--- src/tdf_pkg.sv ---
// Shared constants, types and tile orientation functions for the tile dedup block.
`timescale 1ns / 1ps
package tdf_pkg;

  localparam int TABLE_DEPTH = 256;
  localparam int ADDR_W      = (TABLE_DEPTH > 1) ? $clog2(TABLE_DEPTH) : 1;
  localparam int CNT_W       = 9;
  localparam int IDX_W       = 8;
  localparam int PLANE_W     = 64;
  localparam int TILE_W      = 2 * PLANE_W;
  localparam int NUM_ORIENT  = 4;

  // Orientation order: none, horizontal, vertical, both.
  localparam logic [NUM_ORIENT-1:0] ORIENT_HF = 4'b1010;
  localparam logic [NUM_ORIENT-1:0] ORIENT_VF = 4'b1100;

  typedef logic [TILE_W-1:0] tile_t;

  typedef struct packed {
    logic hit;
    logic hf;
    logic vf;
  } match_t;

  // Reverse the bits of every row byte.
  function automatic logic [PLANE_W-1:0] mirror_rows(input logic [PLANE_W-1:0] v);
    logic [PLANE_W-1:0] r;
    r = '0;
    for (int row = 0; row < 8; row++) begin
      for (int b = 0; b < 8; b++) begin
        r[8*row + b] = v[8*row + 7 - b];
      end
    end
    return r;
  endfunction

  // Reverse the row order.
  function automatic logic [PLANE_W-1:0] swap_rows(input logic [PLANE_W-1:0] v);
    logic [PLANE_W-1:0] r;
    r = '0;
    for (int row = 0; row < 8; row++) begin
      r[8*row +: 8] = v[8*(7 - row) +: 8];
    end
    return r;
  endfunction

  function automatic logic [PLANE_W-1:0] orient_plane(input logic [PLANE_W-1:0] v,
                                                      input logic fh, input logic fv);
    logic [PLANE_W-1:0] r;
    r = v;
    if (fh) begin
      r = mirror_rows(r);
    end
    if (fv) begin
      r = swap_rows(r);
    end
    return r;
  endfunction

  // Tile word is {high plane, low plane}.
  function automatic tile_t orient_tile(input logic [PLANE_W-1:0] lo,
                                        input logic [PLANE_W-1:0] hi,
                                        input logic fh, input logic fv);
    return {orient_plane(hi, fh, fv), orient_plane(lo, fh, fv)};
  endfunction

endpackage

--- src/tdf_match.sv ---
// Compares one stored tile with the four orientations of the requested tile.
`timescale 1ns / 1ps
module tdf_match
  import tdf_pkg::*;
(
  input  tile_t                  stored,
  input  tile_t [NUM_ORIENT-1:0] cand,
  output match_t                 result
);

  // Flips are involutions and commute, so comparing the stored entry with the
  // flipped request equals comparing the flipped entry with the request.
  always_comb begin
    result = '0;
    for (int k = NUM_ORIENT - 1; k >= 0; k--) begin
      if (stored == cand[k]) begin
        result.hit = 1'b1;
        result.hf  = ORIENT_HF[k];
        result.vf  = ORIENT_VF[k];
      end
    end
  end

endmodule

--- config.mk ---
export PLATFORM = sky130hd
export DESIGN_NAME = tdf_match
export DESIGN_NICKNAME = d
export VERILOG_FILES = /design/src/tdf_pkg.sv /design/src/tdf_match.sv
export SDC_FILE = /design/constraint.sdc
export NUM_CORES = 1
export LEC_CHECK = 0
export ABC_AREA = 1
export BUFFER_PORTS_ARGS = -buffer_cell sky130_fd_sc_hd__buf_2
export CORE_AREA = 2 2 250 252
export DETAILED_ROUTE_END_ITERATION = 8
export DIE_AREA = 0 0 252 254
export GPL_TIMING_DRIVEN = 0
export PLACE_DENSITY = 0.45
export SYNTH_ARGS = -nofsm -noshare
export SYNTH_HDL_FRONTEND = slang
export SYNTH_SLANG_ARGS = --single-unit
export TNS_END_PERCENT = 10
--- constraint.sdc ---
create_clock -name vclk -period 2.6
set_input_delay 0.13 -clock vclk [all_inputs]
set_output_delay 0.13 -clock vclk [all_outputs]
set_load 0.05 [all_outputs]
==> results.sh <==
export IMPL_outcome="finished clean"
export IMPL_ff_latch_area_um2=0
export IMPL_rsz0062_at_grt="no"
export IMPL_nFlopsAndLatches=0
export IMPL_slew_headroom_pct=69.6
export IMPL_grt_max_degree=7
export IMPL_start_kind="primary input"
export IMPL_grt_use_total_pct=12.0
export IMPL_wire_per_inst_um=13.7
export IMPL_die_w_um=252
export IMPL_synthDistinctLibCells=20
export IMPL_sw_frac_of_total_pct=51.3
export IMPL_post_drt_via_cell_ratio=3.50
export IMPL_worst_pin_slew_ns=0.455
export IMPL_drc=0
export IMPL_drt_iter0_markers=344
export IMPL_num_io_pins=643
export IMPL_synth_cell_area_mm2=0.00823
export IMPL_fill_cells=7323
export IMPL_critical_path_required_ns=2.47
export IMPL_area_delta_synth_final_pct=48.3
export IMPL_powerDensity_mw_per_mm2=147
export IMPL_port_buffers=594
export IMPL_end_kind="output port"
export IMPL_grt_pass1_vias=10246
export IMPL_hold_buffers=0
export IMPL_crit_type="primary input to output port"
export IMPL_seqPwrFrac_pct=0
export IMPL_setup_violations=0
export IMPL_p_clk_share_pct=0
export IMPL_cts_resized=0
export IMPL_hold_slack_ns=1.11
export IMPL_nets=2888
export IMPL_synthCells=1652
export IMPL_dpl_hpwl_um=39200
export IMPL_switching_power_uw=920
export IMPL_arrival_ns=2.15
export IMPL_total_power_mw=1.79
export IMPL_cts_setup_buffers=0
export IMPL_maxCapViolCount=0
export IMPL_p_comb_share_pct=100.0
export IMPL_ys_top_cells_by_count="nand2_1 (625), nor2_1 (275), xnor2_1 (213)"
export IMPL_hold_viol_final=0
export IMPL_drv_slew=0
export IMPL_post_synth_top_count_cell="nand2_1"
export IMPL_antenna_left=0
export IMPL_peakVddDrop_mv=0.0619
export IMPL_totalWireLength_um=41500
export IMPL_place_gp_congestion=0.839
export IMPL_grt_first_pass_wirelength_um=58500
export IMPL_p_int_uw=872
export IMPL_synth_top_area_cell="nand2_1"
export IMPL_holdCritPathClass="primary input to output port"
export IMPL_fmax_mhz=438
export IMPL_chipHeight_um=254
export IMPL_dieArea_mm2=0.0640
export IMPL_clkbuf_count=0
export IMPL_ys_seq_area_share_pct=0
export IMPL_min_period_ns=2.28
export IMPL_fp_coreArea_mm2=0.0613
export IMPL_grt_antenna_before_repair=9
export IMPL_totalNegativeSetupSlack_ns=0
export IMPL_ys_warn_count=0
export IMPL_dr_pass1_iters=4
export IMPL_avgSynthCellArea_um2=4.98
export IMPL_drive_gt1_share_pct=33.5
export IMPL_gr_total_overflow=0
export IMPL_period_share_pct=87.8
export IMPL_start_util_pct=13.4
export IMPL_rows=91
export IMPL_synth_area_leaders="nand2_1 (29%), xnor2_1 (23%), xor2_1 (14%)"
export IMPL_syn_nets=2292
export IMPL_critical_path_max_fanout=5
export IMPL_yosysTopAreaCellShare_pct=28.5
export IMPL_power_leakage_nw=6.77
export IMPL_vias=10641
-- cells by family (layout without fill, tap and decap cells) --
group,count (synthesis),in the layout,share of synthesized area (%)
buffers and inverters,304,898,14.8
AOI/OAI and AO/OA,4,4,0.289
xor gates and xnor gates,347,347,36.9
and+or+nand+nor,997,997,48.0
other,0,3,0
-- routing by layer --
layer / GRT usage [%] / share of wire, % / up-vias
li1: - / - / 5932
met3: 1.84 / 6.5 / 24
met2: 23.2 / 51 / 319
met5: 0 / 0.17 / -
met4: 0.896 / 0.74 / 10
met1: 14.4 / 42 / 4356
-- metrics by stage --
stage	instances	setup WS, ns	area, um^2	util, %
final	3039	0.317	12200	19.9
after global routing	3038	0.0291	12200	19.9
after CTS	3036	0.0616	12200	19.9
after detailed placement	3036	0.0692	12200	19.9
after global placement	3036	0.0728	12200	19.9
after floorplan	1652	0.711	8230	-
-- worst max-delay path, cell delays in order --
cell	delay (ns)
buf_2	0.16
inv_2	0.05
nand2_1	0.05
nand2_1	0.04
nor2_1	0.10
nand2_1	0.07
nor2_1	0.21
nand2_1	0.12
nor2_1	0.37
nand2_1	0.12
nor2_2	0.14
a21oi_1	0.06
nor2_1	0.20
buf_2	0.31
-- path summary, 6_finish.rpt --
check | startpoint | to | slack [ns] | cells past startpoint
worst max-delay path | stored[19] | result[0] | 0.32 | 14
worst min-delay path | cand[246] | result[1] | 1.11 | 11
-- cell type report --
type / count / area [um^2] / area share [%]
Buffer: 49 / 260 / 2.13
Multi-Input combinational cell: 1348 / 7010 / 57.5
Inverter: 255 / 957 / 7.85
Timing Repair Buffer: 594 / 2970 / 24.4
Antenna cell: 3 / 7.51 / 0.0615
Tap cell: 790 / 988 / 8.10
-- power by group through the flow --
stage	Clock, mW	Combinational (mW)	Sequential (mW)
after global routing	0.000000103	2.03	0
after global placement	0	1.80	0
after floorplan	0	0.978	0
after CTS	0	1.82	0
final	0.000000155	1.79	0
after detailed placement	0	1.81	0
-- placed cells by master, fill, tap and decap left out, types with 6 or more instances in the layout --
master,n
inv_2,75
nor2_2,12
nor2_1,273
clkinv_1,6
nand2_1,625
or2_2,19
inv_1,174
buf_4,6
xor2_1,134
nand4_1,13
xnor2_1,213
or2_1,8
buf_2,637
nand3_1,38
(Power assumes the default switching activity.)
